File: config.mk
export PLATFORM = sky130hd
export DESIGN_NAME = ordered_array_table_flat
export DESIGN_NICKNAME = d
export VERILOG_FILES = /design/src/design/oat_pkg.sv /design/src/design/oat_req_if.sv /design/src/design/oat_rsp_if.sv /design/src/design/oat_ram.sv /design/src/design/oat_dp.sv /design/src/design/oat_ctrl.sv /design/src/design/ordered_array_table.sv /design/src/flat_wrapper.sv
export SDC_FILE = /design/constraint.sdc
export NUM_CORES = 1
export LEC_CHECK = 0
export BUFFER_PORTS_ARGS = -buffer_cell sky130_fd_sc_hd__buf_2
export CAP_MARGIN = 5
export CORE_UTILIZATION = 45
export CTS_CLUSTER_DIAMETER = 120
export DETAILED_ROUTE_END_ITERATION = 16
export PLACE_DENSITY_LB_ADDON = 0.05
export SLEW_MARGIN = 20
export SYNTH_ARGS = -nofsm -noshare
export SYNTH_HDL_FRONTEND = slang
export SYNTH_SLANG_ARGS = --single-unit
File: constraint.sdc
create_clock -name clk -period 4.71 [get_ports clk]
set_input_delay 0.2355 -clock clk [delete_from_list [all_inputs] [get_ports clk]]
set_output_delay 0.2355 -clock clk [all_outputs]
set_load 0.1 [all_outputs]
File: src/design/oat_pkg.sv
// Shared constants, codes and controller/datapath handshake types for the ordered array table.
`timescale 1ns / 1ps

package oat_pkg;

    // Table geometry
    localparam int DEPTH  = 16;
    localparam int AW     = (DEPTH > 1) ? $clog2(DEPTH) : 1;
    localparam int CNT_W  = $clog2(DEPTH + 1);
    localparam int WIDE_W = CNT_W + 4;

    // Operation codes
    localparam logic [2:0] OP_APPEND  = 3'd0;
    localparam logic [2:0] OP_READ    = 3'd1;
    localparam logic [2:0] OP_INSERT  = 3'd2;
    localparam logic [2:0] OP_DELETE  = 3'd3;
    localparam logic [2:0] OP_SEARCH  = 3'd4;
    localparam logic [2:0] OP_REVERSE = 3'd5;

    // Result status codes
    localparam logic [1:0] STAT_OK    = 2'd0;
    localparam logic [1:0] STAT_RANGE = 2'd1;
    localparam logic [1:0] STAT_FULL  = 2'd2;

    // Commands from the controller to the datapath
    typedef struct packed {
        logic load;        // capture the accepted word, clear the result
        logic set_range;   // flag a bad position
        logic set_full;    // flag a full table
        logic wr_val_cnt;  // write the item value at the end of the table
        logic wr_val_pos;  // write the item value at the item position
        logic cnt_inc;
        logic cnt_dec;
        logic rd_pos;      // read the entry at the item position
        logic cap_read;    // keep the entry read as the result value
        logic start;       // set up pointers for a shift, search or reverse
        logic rd_move;     // read one entry of a shift and advance
        logic rd_search;   // read one entry of a search and advance
        logic rd_hi;       // read the upper entry of a swap pair
        logic cap_tmp;     // hold the lower entry of a swap pair
        logic wr_swap;     // write the lower entry of a swap pair and advance
        logic publish;     // move the result into the output register
    } oat_cmd_t;

    // Status from the datapath to the controller
    typedef struct packed {
        logic [2:0] op;
        logic       pos_ge_cnt;
        logic       pos_gt_cnt;
        logic       pos_last;
        logic       full;
        logic       cnt_zero;
        logic       cnt_le1;
        logic       ptr_at_end;
        logic       hit;
        logic       rev_more;
        logic       out_free;
    } oat_sts_t;

endpackage

File: src/design/oat_req_if.sv
// Request channel: operation words into the table.
`timescale 1ns / 1ps

interface oat_req_if;
    logic               valid;
    logic               ready;
    logic [2:0]         opcode;
    logic [3:0]         position;
    logic signed [31:0] value;

    modport source (output valid, output opcode, output position, output value, input ready);
    modport sink   (input valid, input opcode, input position, input value, output ready);
endinterface

File: src/design/oat_rsp_if.sv
// Response channel: one result word per operation.
`timescale 1ns / 1ps

interface oat_rsp_if;
    logic               valid;
    logic               ready;
    logic signed [31:0] read_value;
    logic               found;
    logic [3:0]         found_index;
    logic [4:0]         entry_count;
    logic [1:0]         status;

    modport source (output valid, output read_value, output found, output found_index,
                    output entry_count, output status, input ready);
    modport sink   (input valid, input read_value, input found, input found_index,
                    input entry_count, input status, output ready);
endinterface

File: src/design/oat_ram.sv
// Generic single write port, single read port RAM with registered read data.
`timescale 1ns / 1ps

module oat_ram #(
    parameter int WIDTH = 32,
    parameter int DEPTH = 16
) (
    input  logic                                 clk,
    input  logic                                 we,
    input  logic [((DEPTH > 1) ? $clog2(DEPTH) : 1)-1:0] waddr,
    input  logic [WIDTH-1:0]                     wdata,
    input  logic [((DEPTH > 1) ? $clog2(DEPTH) : 1)-1:0] raddr,
    output logic [WIDTH-1:0]                     rdata
);

    logic [WIDTH-1:0] mem [DEPTH];

    // Write and registered read
    always_ff @(posedge clk)
    begin
        if (we)
        begin
            mem[waddr] <= wdata;
        end
        rdata <= mem[raddr];
    end

endmodule

File: src/design/oat_dp.sv
// Datapath: item registers, count, pointers, entry store and result registers.
`timescale 1ns / 1ps

module oat_dp (
    input  logic                clk,
    input  logic                rst_n,
    input  oat_pkg::oat_cmd_t   cmd,
    output oat_pkg::oat_sts_t   sts,
    input  logic [2:0]          opcode,
    input  logic [3:0]          position,
    input  logic signed [31:0]  value,
    input  logic                rsp_ready,
    output logic                rsp_valid,
    output logic signed [31:0]  read_value,
    output logic                found,
    output logic [3:0]          found_index,
    output logic [4:0]          entry_count,
    output logic [1:0]          status
);

    localparam int AW = oat_pkg::AW;
    localparam int CW = oat_pkg::CNT_W;
    localparam int WW = oat_pkg::WIDE_W;

    // Item registers
    logic [2:0]         op_reg, op_next;
    logic [3:0]         pos_reg, pos_next;
    logic signed [31:0] val_reg, val_next;

    // Table state and walk pointers
    logic [CW-1:0]      count_reg, count_next;
    logic [AW-1:0]      ptr_reg, ptr_next;
    logic [AW-1:0]      end_reg, end_next;
    logic [AW-1:0]      hi_reg, hi_next;
    logic [AW-1:0]      wb_addr_reg, wb_addr_next;
    logic               mv_pend_reg, mv_pend_next;
    logic               sw_pend_reg, sw_pend_next;
    logic [31:0]        tmp_reg, tmp_next;
    logic               cmp_pend_reg, cmp_pend_next;
    logic [AW-1:0]      cmp_idx_reg, cmp_idx_next;

    // Result under construction
    logic signed [31:0] res_rd_reg, res_rd_next;
    logic               res_found_reg, res_found_next;
    logic [AW-1:0]      res_idx_reg, res_idx_next;
    logic [1:0]         res_st_reg, res_st_next;

    // Output register
    logic               out_valid_reg, out_valid_next;
    logic signed [31:0] out_rd_reg, out_rd_next;
    logic               out_found_reg, out_found_next;
    logic [3:0]         out_idx_reg, out_idx_next;
    logic [4:0]         out_cnt_reg, out_cnt_next;
    logic [1:0]         out_st_reg, out_st_next;

    // Entry store ports
    logic               ram_we;
    logic [AW-1:0]      ram_waddr;
    logic [31:0]        ram_wdata;
    logic [AW-1:0]      ram_raddr;
    logic [31:0]        ram_rdata;

    // Widened copies for comparisons
    logic [WW-1:0]      pos_w;
    logic [WW-1:0]      cnt_w;
    logic [WW-1:0]      cnt_m1_w;
    logic [WW-1:0]      pos_p1_w;
    logic [WW-1:0]      idx_w;

    assign pos_w    = WW'(pos_reg);
    assign cnt_w    = WW'(count_reg);
    assign cnt_m1_w = cnt_w - WW'(1);
    assign pos_p1_w = pos_w + WW'(1);
    assign idx_w    = WW'(res_idx_reg);

    // Status towards the controller
    assign sts.op         = op_reg;
    assign sts.pos_ge_cnt = (pos_w >= cnt_w);
    assign sts.pos_gt_cnt = (pos_w > cnt_w);
    assign sts.pos_last   = (pos_p1_w == cnt_w);
    assign sts.full       = (cnt_w == WW'(oat_pkg::DEPTH));
    assign sts.cnt_zero   = (cnt_w == '0);
    assign sts.cnt_le1    = (cnt_w <= WW'(1));
    assign sts.ptr_at_end = (ptr_reg == end_reg);
    assign sts.hit        = cmp_pend_reg && (ram_rdata == val_reg);
    assign sts.rev_more   = ((WW'(ptr_reg) + WW'(2)) < WW'(hi_reg));
    assign sts.out_free   = !out_valid_reg || rsp_ready;

    // Read address: item position, upper swap entry, or the walk pointer
    always_comb
    begin
        if (cmd.rd_pos)
        begin
            ram_raddr = pos_w[AW-1:0];
        end
        else if (cmd.rd_hi)
        begin
            ram_raddr = hi_reg;
        end
        else
        begin
            ram_raddr = ptr_reg;
        end
    end

    // Write port: pending shift or swap write-backs first, then direct writes
    always_comb
    begin
        ram_we    = 1'b0;
        ram_waddr = wb_addr_reg;
        ram_wdata = ram_rdata;
        if (mv_pend_reg)
        begin
            ram_we = 1'b1;
        end
        else if (sw_pend_reg)
        begin
            ram_we    = 1'b1;
            ram_wdata = tmp_reg;
        end
        else if (cmd.wr_swap)
        begin
            ram_we    = 1'b1;
            ram_waddr = ptr_reg;
        end
        else if (cmd.wr_val_cnt)
        begin
            ram_we    = 1'b1;
            ram_waddr = cnt_w[AW-1:0];
            ram_wdata = val_reg;
        end
        else if (cmd.wr_val_pos)
        begin
            ram_we    = 1'b1;
            ram_waddr = pos_w[AW-1:0];
            ram_wdata = val_reg;
        end
    end

    oat_ram #(
        .WIDTH (32),
        .DEPTH (oat_pkg::DEPTH)
    ) u_ram (
        .clk   (clk),
        .we    (ram_we),
        .waddr (ram_waddr),
        .wdata (ram_wdata),
        .raddr (ram_raddr),
        .rdata (ram_rdata)
    );

    // Next-state logic for all datapath registers
    always_comb
    begin
        op_next        = op_reg;
        pos_next       = pos_reg;
        val_next       = val_reg;
        count_next     = count_reg;
        ptr_next       = ptr_reg;
        end_next       = end_reg;
        hi_next        = hi_reg;
        wb_addr_next   = wb_addr_reg;
        mv_pend_next   = cmd.rd_move;
        sw_pend_next   = cmd.wr_swap;
        tmp_next       = tmp_reg;
        cmp_pend_next  = cmd.rd_search;
        cmp_idx_next   = cmp_idx_reg;
        res_rd_next    = res_rd_reg;
        res_found_next = res_found_reg;
        res_idx_next   = res_idx_reg;
        res_st_next    = res_st_reg;
        out_valid_next = out_valid_reg;
        out_rd_next    = out_rd_reg;
        out_found_next = out_found_reg;
        out_idx_next   = out_idx_reg;
        out_cnt_next   = out_cnt_reg;
        out_st_next    = out_st_reg;

        // Capture the accepted word and clear the result
        if (cmd.load)
        begin
            op_next        = opcode;
            pos_next       = position;
            val_next       = value;
            res_rd_next    = '0;
            res_found_next = 1'b0;
            res_idx_next   = '0;
            res_st_next    = oat_pkg::STAT_OK;
        end

        if (cmd.set_range)
        begin
            res_st_next = oat_pkg::STAT_RANGE;
        end
        if (cmd.set_full)
        begin
            res_st_next = oat_pkg::STAT_FULL;
        end

        if (cmd.cnt_inc)
        begin
            count_next = count_reg + CW'(1);
        end
        if (cmd.cnt_dec)
        begin
            count_next = count_reg - CW'(1);
        end

        if (cmd.cap_read)
        begin
            res_rd_next = ram_rdata;
        end

        // Keep the first match only
        if (sts.hit && !res_found_reg)
        begin
            res_found_next = 1'b1;
            res_idx_next   = cmp_idx_reg;
        end

        // Set up the walk for the latched operation
        if (cmd.start)
        begin
            unique case (op_reg)
                oat_pkg::OP_INSERT:
                begin
                    ptr_next = cnt_m1_w[AW-1:0];
                    end_next = pos_w[AW-1:0];
                end
                oat_pkg::OP_DELETE:
                begin
                    ptr_next = pos_p1_w[AW-1:0];
                    end_next = cnt_m1_w[AW-1:0];
                end
                default:
                begin
                    ptr_next = '0;
                    end_next = cnt_m1_w[AW-1:0];
                    hi_next  = cnt_m1_w[AW-1:0];
                end
            endcase
        end

        // Shift: insert walks down and writes one place up, delete the reverse
        if (cmd.rd_move)
        begin
            if (op_reg == oat_pkg::OP_INSERT)
            begin
                ptr_next     = ptr_reg - AW'(1);
                wb_addr_next = ptr_reg + AW'(1);
            end
            else
            begin
                ptr_next     = ptr_reg + AW'(1);
                wb_addr_next = ptr_reg - AW'(1);
            end
        end

        // Search: remember which index the compare belongs to
        if (cmd.rd_search)
        begin
            cmp_idx_next = ptr_reg;
            ptr_next     = ptr_reg + AW'(1);
        end

        // Swap: hold the lower entry, then close in from both ends
        if (cmd.cap_tmp)
        begin
            tmp_next = ram_rdata;
        end
        if (cmd.wr_swap)
        begin
            wb_addr_next = hi_reg;
            ptr_next     = ptr_reg + AW'(1);
            hi_next      = hi_reg - AW'(1);
        end

        // Output register: load on publish, drop once taken
        if (cmd.publish)
        begin
            out_valid_next = 1'b1;
            out_rd_next    = res_rd_reg;
            out_found_next = res_found_reg;
            out_idx_next   = idx_w[3:0];
            out_cnt_next   = cnt_w[4:0];
            out_st_next    = res_st_reg;
        end
        else if (rsp_ready)
        begin
            out_valid_next = 1'b0;
        end
    end

    // Control state
    always_ff @(posedge clk or negedge rst_n)
    begin
        if (!rst_n)
        begin
            count_reg     <= '0;
            mv_pend_reg   <= 1'b0;
            sw_pend_reg   <= 1'b0;
            cmp_pend_reg  <= 1'b0;
            out_valid_reg <= 1'b0;
        end
        else
        begin
            count_reg     <= count_next;
            mv_pend_reg   <= mv_pend_next;
            sw_pend_reg   <= sw_pend_next;
            cmp_pend_reg  <= cmp_pend_next;
            out_valid_reg <= out_valid_next;
        end
    end

    // Payload registers
    always_ff @(posedge clk)
    begin
        op_reg        <= op_next;
        pos_reg       <= pos_next;
        val_reg       <= val_next;
        ptr_reg       <= ptr_next;
        end_reg       <= end_next;
        hi_reg        <= hi_next;
        wb_addr_reg   <= wb_addr_next;
        tmp_reg       <= tmp_next;
        cmp_idx_reg   <= cmp_idx_next;
        res_rd_reg    <= res_rd_next;
        res_found_reg <= res_found_next;
        res_idx_reg   <= res_idx_next;
        res_st_reg    <= res_st_next;
        out_rd_reg    <= out_rd_next;
        out_found_reg <= out_found_next;
        out_idx_reg   <= out_idx_next;
        out_cnt_reg   <= out_cnt_next;
        out_st_reg    <= out_st_next;
    end

    assign rsp_valid   = out_valid_reg;
    assign read_value  = out_rd_reg;
    assign found       = out_found_reg;
    assign found_index = out_idx_reg;
    assign entry_count = out_cnt_reg;
    assign status      = out_st_reg;

endmodule

File: src/design/oat_ctrl.sv
// Controller: sequences each operation over the datapath.
`timescale 1ns / 1ps

module oat_ctrl (
    input  logic               clk,
    input  logic               rst_n,
    input  logic               req_valid,
    output logic               req_ready,
    input  oat_pkg::oat_sts_t  sts,
    output oat_pkg::oat_cmd_t  cmd
);

    localparam logic [3:0] S_IDLE      = 4'd0;
    localparam logic [3:0] S_DECODE    = 4'd1;
    localparam logic [3:0] S_READ_WAIT = 4'd2;
    localparam logic [3:0] S_SHIFT     = 4'd3;
    localparam logic [3:0] S_SHIFT_END = 4'd4;
    localparam logic [3:0] S_INS_WR    = 4'd5;
    localparam logic [3:0] S_SRCH      = 4'd6;
    localparam logic [3:0] S_SRCH_END  = 4'd7;
    localparam logic [3:0] S_REV_RLO   = 4'd8;
    localparam logic [3:0] S_REV_RHI   = 4'd9;
    localparam logic [3:0] S_REV_WLO   = 4'd10;
    localparam logic [3:0] S_REV_END   = 4'd11;
    localparam logic [3:0] S_DONE      = 4'd12;

    logic [3:0] state_reg, state_next;

    assign req_ready = (state_reg == S_IDLE);

    // Next state and commands
    always_comb
    begin
        state_next = state_reg;
        cmd        = '0;
        unique case (state_reg)
            S_IDLE:
            begin
                if (req_valid)
                begin
                    cmd.load   = 1'b1;
                    state_next = S_DECODE;
                end
            end

            S_DECODE:
            begin
                state_next = S_DONE;
                unique case (sts.op)
                    oat_pkg::OP_APPEND:
                    begin
                        if (sts.full)
                        begin
                            cmd.set_full = 1'b1;
                        end
                        else
                        begin
                            cmd.wr_val_cnt = 1'b1;
                            cmd.cnt_inc    = 1'b1;
                        end
                    end
                    oat_pkg::OP_READ:
                    begin
                        if (sts.pos_ge_cnt)
                        begin
                            cmd.set_range = 1'b1;
                        end
                        else
                        begin
                            cmd.rd_pos = 1'b1;
                            state_next = S_READ_WAIT;
                        end
                    end
                    oat_pkg::OP_INSERT:
                    begin
                        if (sts.pos_gt_cnt)
                        begin
                            cmd.set_range = 1'b1;
                        end
                        else if (sts.full)
                        begin
                            cmd.set_full = 1'b1;
                        end
                        else if (sts.pos_ge_cnt)
                        begin
                            // insert exactly at the end: plain append
                            cmd.wr_val_cnt = 1'b1;
                            cmd.cnt_inc    = 1'b1;
                        end
                        else
                        begin
                            cmd.start  = 1'b1;
                            state_next = S_SHIFT;
                        end
                    end
                    oat_pkg::OP_DELETE:
                    begin
                        if (sts.pos_ge_cnt)
                        begin
                            cmd.set_range = 1'b1;
                        end
                        else if (sts.pos_last)
                        begin
                            // last entry: nothing to move down
                            cmd.cnt_dec = 1'b1;
                        end
                        else
                        begin
                            cmd.start  = 1'b1;
                            state_next = S_SHIFT;
                        end
                    end
                    oat_pkg::OP_SEARCH:
                    begin
                        if (!sts.cnt_zero)
                        begin
                            cmd.start  = 1'b1;
                            state_next = S_SRCH;
                        end
                    end
                    oat_pkg::OP_REVERSE:
                    begin
                        if (!sts.cnt_le1)
                        begin
                            cmd.start  = 1'b1;
                            state_next = S_REV_RLO;
                        end
                    end
                    default:
                    begin
                        state_next = S_DONE;
                    end
                endcase
            end

            S_READ_WAIT:
            begin
                cmd.cap_read = 1'b1;
                state_next   = S_DONE;
            end

            // One entry read per cycle; the datapath writes it back in the next cycle
            S_SHIFT:
            begin
                cmd.rd_move = 1'b1;
                if (sts.ptr_at_end)
                begin
                    state_next = S_SHIFT_END;
                end
            end

            S_SHIFT_END:
            begin
                if (sts.op == oat_pkg::OP_INSERT)
                begin
                    state_next = S_INS_WR;
                end
                else
                begin
                    cmd.cnt_dec = 1'b1;
                    state_next  = S_DONE;
                end
            end

            S_INS_WR:
            begin
                cmd.wr_val_pos = 1'b1;
                cmd.cnt_inc    = 1'b1;
                state_next     = S_DONE;
            end

            // Stop at the first match or after the last entry
            S_SRCH:
            begin
                if (sts.hit)
                begin
                    state_next = S_DONE;
                end
                else
                begin
                    cmd.rd_search = 1'b1;
                    if (sts.ptr_at_end)
                    begin
                        state_next = S_SRCH_END;
                    end
                end
            end

            S_SRCH_END:
            begin
                state_next = S_DONE;
            end

            // Lower entry read goes out on the walk pointer
            S_REV_RLO:
            begin
                state_next = S_REV_RHI;
            end

            S_REV_RHI:
            begin
                cmd.rd_hi   = 1'b1;
                cmd.cap_tmp = 1'b1;
                state_next  = S_REV_WLO;
            end

            S_REV_WLO:
            begin
                cmd.wr_swap = 1'b1;
                if (sts.rev_more)
                begin
                    state_next = S_REV_RLO;
                end
                else
                begin
                    state_next = S_REV_END;
                end
            end

            S_REV_END:
            begin
                state_next = S_DONE;
            end

            S_DONE:
            begin
                if (sts.out_free)
                begin
                    cmd.publish = 1'b1;
                    state_next  = S_IDLE;
                end
            end

            default:
            begin
                state_next = S_IDLE;
            end
        endcase
    end

    always_ff @(posedge clk or negedge rst_n)
    begin
        if (!rst_n)
        begin
            state_reg <= S_IDLE;
        end
        else
        begin
            state_reg <= state_next;
        end
    end

endmodule

File: src/design/ordered_array_table.sv
// Top level of the ordered array table: controller, datapath and channel wiring.
//
//   channel | dir | words carried
//   --------+-----+------------------------------------------------------------
//   req     | in  | opcode, position, value
//   rsp     | out | read_value, found, found_index, entry_count, status
//
// One word is worked on at a time; the entry store has one read and one write port.
// Insert and delete shift the entries past the position one at a time; search reads
// the entries in order up to the first match; reverse swaps pairs from both ends inward.
// A finished result sits in the output register, so the next word is taken while it
// waits; a stalled rsp holds the block in its final step. Reset clears the count;
// the store itself is not cleared.
`timescale 1ns / 1ps

module ordered_array_table (
    input  logic         clk,
    input  logic         rst_n,
    oat_req_if.sink      req,
    oat_rsp_if.source    rsp
);

    oat_pkg::oat_cmd_t cmd;
    oat_pkg::oat_sts_t sts;
    logic              req_ready;

    assign req.ready = req_ready;

    oat_ctrl u_ctrl (
        .clk       (clk),
        .rst_n     (rst_n),
        .req_valid (req.valid),
        .req_ready (req_ready),
        .sts       (sts),
        .cmd       (cmd)
    );

    oat_dp u_dp (
        .clk         (clk),
        .rst_n       (rst_n),
        .cmd         (cmd),
        .sts         (sts),
        .opcode      (req.opcode),
        .position    (req.position),
        .value       (req.value),
        .rsp_ready   (rsp.ready),
        .rsp_valid   (rsp.valid),
        .read_value  (rsp.read_value),
        .found       (rsp.found),
        .found_index (rsp.found_index),
        .entry_count (rsp.entry_count),
        .status      (rsp.status)
    );

endmodule
File: src/flat_wrapper.sv
// flat-port wrapper written by rule: the top's interface ports become plain ports
module ordered_array_table_flat 
  (clk, rst_n, req_valid, req_opcode, req_position, req_value, req_ready, rsp_valid, rsp_read_value, rsp_found, rsp_found_index, rsp_entry_count, rsp_status, rsp_ready);
  oat_req_if req_i ();
  oat_rsp_if rsp_i ();
  input  logic clk;
  input  logic rst_n;
  input wire logic [$bits(req_i.valid)-1:0] req_valid;
  input wire logic [$bits(req_i.opcode)-1:0] req_opcode;
  input wire logic [$bits(req_i.position)-1:0] req_position;
  input wire logic [$bits(req_i.value)-1:0] req_value;
  output wire logic [$bits(req_i.ready)-1:0] req_ready;
  output wire logic [$bits(rsp_i.valid)-1:0] rsp_valid;
  output wire logic [$bits(rsp_i.read_value)-1:0] rsp_read_value;
  output wire logic [$bits(rsp_i.found)-1:0] rsp_found;
  output wire logic [$bits(rsp_i.found_index)-1:0] rsp_found_index;
  output wire logic [$bits(rsp_i.entry_count)-1:0] rsp_entry_count;
  output wire logic [$bits(rsp_i.status)-1:0] rsp_status;
  input wire logic [$bits(rsp_i.ready)-1:0] rsp_ready;
  assign req_i.valid = req_valid;
  assign req_i.opcode = req_opcode;
  assign req_i.position = req_position;
  assign req_i.value = req_value;
  assign req_ready = req_i.ready;
  assign rsp_valid = rsp_i.valid;
  assign rsp_read_value = rsp_i.read_value;
  assign rsp_found = rsp_i.found;
  assign rsp_found_index = rsp_i.found_index;
  assign rsp_entry_count = rsp_i.entry_count;
  assign rsp_status = rsp_i.status;
  assign rsp_i.ready = rsp_ready;
  ordered_array_table u_core (.clk(clk), .rst_n(rst_n), .req(req_i), .rsp(rsp_i));
endmodule
Yosys cells after proc, flatten, opt, wreduce, memory -nomap -nowiden --
Memories as Yosys holds them, arrays and structs flattened. A register that Yosys moved wholly into a read port is not among the register bits. Index checks and enable logic that the tools add are counted.
Cells by class: add/subtract/negate cells 8, order comparisons 4, eq/ne operators 26, mux-type cells 98, reduce and logical (&&, ||, !) cells 21
Operator list (count):
- 32-bit 2-to-1 mux | 7
- 4-bit 2-to-1 mux | 34
- 4-bit one-hot mux with 10 select lines | 1
- 1-bit 2-to-1 mux | 39
- 32-bit == test | 1
- 4-bit == test, second input constant | 5
- 4-bit one-hot mux with 5 select lines | 1
- 4-bit by 3-bit == test with 1-bit output, second input constant | 4
- 2-bit nonzero test | 7
- 4-bit by 1-bit subtractor with 4-bit output, second input constant | 3
- 2-bit 2-to-1 mux | 5
- 5-bit 2-to-1 mux | 2
- 9-bit zero test | 1
- 4-bit by 2-bit == test with 1-bit output, second input constant | 2
- 1-bit one-hot mux with 2 select lines | 4
- 4-bit one-hot mux with 2 select lines | 1
- 3-bit by 2-bit == test with 1-bit output, second input constant | 2
- 3-bit == test, second input constant | 2
- 3-bit 2-to-1 mux | 2
- 2-bit by 1-bit inequality test with 1-bit output, second input constant | 3
- 4-bit by 1-bit adder with 5-bit output, second input constant | 1
- 4-bit by 2-bit adder with 5-bit output, second input constant | 1
- 5-bit by 1-bit adder with 5-bit output, second input constant | 1
- 5-bit == test | 1
- 24 further kinds | 27
Word-level totals: bits in registers 187, memory bits (writable) 512, memories kept 1
Memories:
- u_core.u_dp.u_ram.mem | words 16, bits a word 32, read ports 1, clocked after Yosys merged registers in 1, write ports 1, line oat_ram.sv:16 | logic [WIDTH-1:0] mem [DEPTH];

Longest topological paths before layout --
depth after elaboration 12, gate-level depth with buffers 12, mapped depth without buffers 9

Cells and area by module --
Synthesis repeated with hierarchy kept, for this count alone.
Second synthesis, totals: cell total of the unflattened synthesis 1543, area, all modules 28690.0 sq um
By module, submodules not included:
- oat_ram | instances 1, cells an instance 838, area each 19854.0 sq um, seq. area each 16015.4 sq um
- oat_dp | instances 1, cells an instance 609, area each 8175.3 sq um, seq. area each 5420.2 sq um
- oat_ctrl | instances 1, cells an instance 96, area each 660.6 sq um, seq. area each 100.1 sq um

Worst setup path after synthesis --
No wires, ideal clock.
path type reg-to-reg, from reg u_core.u_ctrl.state_reg[2], to reg u_core.u_dp.res_rd_reg[0], enable pin, library setup time 0.466 ns, arrival 4.536 ns, data required time 4.244 ns, setup slack -0.291 ns, cell stages (with the launch flop) 6, path buffers 0, clock period less this slack 5.001 ns, cells stage by stage dfrtp_1 > nor2_1 > inv_1 > nor3_1 > nand2_1 > o21ai_0
Between the ends: longest elaborated chain between the ends 3, elaborated cells between the ends (all ways) 5
RTL lines:
- start: declaration | line oat_ctrl.sv:27 | logic [3:0] state_reg, state_next;
- start signal: assignment | line oat_ctrl.sv:249 | state_reg <= state_next;
- 4-bit zero test
- named net req_ready | line flat_wrapper.sv:12 | output wire logic [$bits(req_i.ready)-1:0] req_ready;
- 1-bit 2-to-1 mux | line oat_ctrl.sv:36 | unique case (state_reg)
- 2-bit nonzero test (no source line)
- end signal: assignment | line oat_dp.sv:327 | res_rd_reg <= res_rd_next;
- end: declaration | line oat_dp.sv:43 | logic signed [31:0] res_rd_reg, res_rd_next;
The timed path passes the listed nets, and every way through them passes these cells. A chain may end at the register's enable or synchronous reset.

Worst setup path in the final report --
from reg u_core.u_dp.count_reg[2], to reg u_core.u_dp.u_ram.rdata[17] (read register of u_core.u_dp.u_ram.mem)
Between the ends: longest elaborated chain between the ends 5
RTL lines:
- start: declaration | line oat_dp.sv:31 | logic [CW-1:0] count_reg, count_next;
- start signal: assignment | line oat_dp.sv:307 | count_reg <= count_next;
- 4-bit by 5-bit greater-or-equal comparator with 1-bit output | line oat_dp.sv:78 | assign sts.pos_ge_cnt = (pos_w >= cnt_w);
- 1-bit 2-to-1 mux | line oat_ctrl.sv:64 | if (sts.pos_ge_cnt)
- 1-bit 2-to-1 mux | line oat_ctrl.sv:49 | unique case (sts.op)
- 1-bit 2-to-1 mux | line oat_ctrl.sv:36
- 4-bit 2-to-1 mux | line oat_dp.sv:92 | if (cmd.rd_pos)
- end: declaration | line oat_ram.sv:13 | output logic [WIDTH-1:0] rdata
Every way passes these cells.

==> results.toml <==
[status]
status = "finished clean"

[sta]
finalSetupViolCount = 0
fmax_mhz = 248
period_share_pct = 85.5
fin_skew_ns = 0.0205
setup-tns-final_ns = 0
timing.final.crit_period_ns = 4.03
relSlewSlack_pct = 32.9
hold_viol = 0
tightest_slew_ns = 0.999
slew_viol_final = 0
rsz0062_at_grt = "no"

[setup_path]
cp_max_fo = 17
crit_chain = "inv_1 > ha_1 > and4b_1 > o2bb2ai_1 > nor4_4 > buf_4 > mux2i_1 > or2_2 > buf_12 > o22ai_1 > or4_1"
critPathArrivalTime_ns = 4.51
criticalPathCategory = "reg2reg"
setup.worst_path.end_class = "flip-flop"
cpLargestDelayFamily = "simple AND/OR/NAND/NOR gates"
cpMaxStageDelayCell = "dfrtp_1"
r2r_slack_ns = 0.68
critPathRequiredTime_ns = 5.19
cp_slowest_stage_delay_ns = 0.64
start_kind = "flip-flop"
crit_buf_inv = 3

[place]
gp_congestion = 0.850
portBuffers = 88
hpwlAfterDp_um = 45300
placedInstanceArea_um2 = 31000

[die]
dieArea_um2 = 64700
rows = 92
die_y_um = 254
initial_core_util_pct = 45.5
dieWidth_um = 254
coreArea_um2 = 63000
io-pin-count = 89

[cells_and_area]
fin_nets = 2012
ff_latch_area_um2 = 21500
design_area_um2 = 33700
syn2layout_area_growth_pct = 17.7
nFillCells = 5054
largest_register = "u_core.u_dp.u_ram.mem"
multi_input_area_um2 = 6840
drive_above_1_share_pct = 16.2
largest_reg_flops = 512

[yosys]
synthArstFlopShare_pct = 1.78
synthFlopType = "edfxtp_1"
syn-num-nets = 1802
yosys_warnings = 0
yosysTopAreaCell = "edfxtp_1"
yosysSeqAreaShare_pct = 75.2
synth.ff_latch_count = 731
synth-edff-count = 683
synthesis.area_um2 = 28600
ys_top_cells_by_area = "edfxtp_1, mux2i_1, o22ai_1"
synth_cells = 1741
synth_top_area_share_pct = 71.6
avgSynthCellArea_um2 = 16.5
synth_cell_types = 60

[detailed_routing]
ant_nets = 0
wl_per_cell_um = 26.5
drc_errors = 0
vias = 16100
vias_per_cell = 5.64
drt-initial-drc-count = 1321
wirelength_um = 75800
dr.pass1.iters = 6

[clock_tree]
clock_latency_ns = 0.62
clk_pin_slew_ns = 0.06
post_cts_resized = 0
post_cts_buffers = 0
clockBufferDepth = 3
clock-sinks = 731
cts_buffers = 77
cts_tree = "done"
cts-htree-levels = 3
cts_root_buf = "clkbuf_16"

[run]
cap_violations = 0

[grt]
grt_max_degree = 72
grt_pass1_wl_um = 110000
grt_pass1_vias = 15800
grt.overflow.total = 0
grt_usage_pct = 23.8
grt_antenna_before_repair = 2

[pwr]
pwr-share-seq_pct = 43.9
intPower_mw = 14.7
leakagePower_nw = 12.2
switching_power_mw = 7.60
combPwrFrac_pct = 30.4
power.share.clock_pct = 25.7
p_sw_share_pct = 34.0
p_per_area_nw_per_um2 = 662
ir_worst_vdd_uv = 330
fin_total_pwr_mw = 22.3

[worst_hold_path]
hold_class = "in2reg"
-- worst reg2reg max path, cell delays in order (launching register included) --
cell and delay [ns]:
dfrtp_1 0.64, inv_1 0.14, ha_1 0.31, and4b_1 0.24, o2bb2ai_1 0.21, nor4_4 0.27, buf_4 0.24, mux2i_1 0.43
or2_2 0.61, buf_12 0.27, o22ai_1 0.12, or4_1 0.41
-- repair_timing --
| item | in CTS | in global routing |
|---|---|---|
| setup endpoints to repair | 0 | 0 |
| hold buffers | 40 | 0 |
| endpoints found under the hold margin | 52 | 0 |
-- cell families after synthesis --
family	Yosys count	synth area share [%]
flops	731	75.2
compound gates	287	6.36
mux	270	9.45
simple gates	264	4.90
buf+inv	115	1.61
xor+xnor	56	1.71
fa+ha+maj	18	0.786
-- stage by stage --
step | setup WS (ns) | std cells | utilization (%) | hold slack [ns]
6_report | 0.684 | 2858 | 53.6 | 0.0450
5_1_grt | 0.444 | 2857 | 53.6 | 0.0443
4_1_cts | 0.710 | 2857 | 53.6 | 0.00368
3_5_place_dp | 0.727 | 2678 | 49.2 | 0.176
3_3_place_gp | 0.775 | 2678 | 49.2 | 0.173
2_1_floorplan | 0.544 | 1741 | - | -0.0601
-- placed cells by master, fill, tap and decap left out, types with 33 or more instances in the layout --
| master | count |
|---|---|
| nand2_1 | 72 |
| buf_4 | 77 |
| mux2i_1 | 266 |
| and3_1 | 36 |
| clkbuf_16 | 82 |
| o22ai_1 | 130 |
| buf_2 | 88 |
| dfxtp_1 | 35 |
| nor2_1 | 33 |
| xnor2_1 | 45 |
| a22oi_1 | 36 |
| o21ai_1 | 33 |
| edfxtp_1 | 683 |
| dlygate4sd3_1 | 40 |
-- worst paths after layout --
| path | from | endpoint | depth (start not counted) |
|---|---|---|---|
| max in group asynchronous | rst_n | u_core.u_dp.sw_pend_reg | 2 |
| hold / removal | rsp_ready | u_core.u_dp.rsp_valid | 3 |
| min in group asynchronous | rst_n | u_core.u_dp.count_reg[2] | 2 |
| setup / recovery | u_core.u_dp.count_reg[2] | u_core.u_dp.u_ram.rdata[17] | 11 |
| hold reg to reg | u_core.u_dp.res_rd_reg[19] | u_core.u_dp.read_value[19] | 0 |
| setup reg to reg | u_core.u_dp.count_reg[2] | u_core.u_dp.u_ram.rdata[17] | 11 |
-- routing by layer --
metal | wire, um | up-vias | global-route usage, %
met3 | 3910 | 96 | 3.50
met2 | 35900 | 482 | 38.0
met4 | 1630 | 0 | 6.35
met1 | 34300 | 8269 | 34.2
li1 | - | 7271 | -
met5 | 0 | - | 0
-- layout make-up --
cell class / count / area share, %
Clock buffer: 108 / 6.37
Inverter: 20 / 0.223
Timing Repair Buffer: 226 / 5.45
Antenna cell: 1 / 0.00742
Multi-Input combinational cell: 895 / 20.3
Clock inverter: 31 / 0.649
Sequential cell: 731 / 63.9
Tap cell: 846 / 3.14
-- synthesized netlist by cell type (all sizes together) (4+ instances only) --
cell type    n
dfrtp       13
dfxtp       35
clkbuf      65
nor2b       12
and2         4
o21ai       58
edfxtp     683
a211o        6
a21oi       21
o22ai      130
buf         30
nand3        9
nor2        51
a21boi       4
mux2i      267
inv         20
nor4         4
or2          7
nand4        9
and3        36
xor2        11
nand2       73
nor3         6
xnor2       45
a22oi       36
nand2b      11
o21a         7
or4         32
ha          18
-- power groups by stage --
| stage | Clock, mW | Sequential, mW | Combinational [mW] |
|---|---|---|---|
| after floorplan | 0 | 10.2 | 3.86 |
| after global placement | 0 | 9.90 | 6.72 |
| after detailed placement | 0 | 9.92 | 6.79 |
| after CTS | 5.85 | 9.79 | 6.84 |
| after global routing | 6.09 | 9.88 | 7.29 |
| final | 5.75 | 9.80 | 6.79 |
No activity file was read; power rests on OpenSTA's default activity.
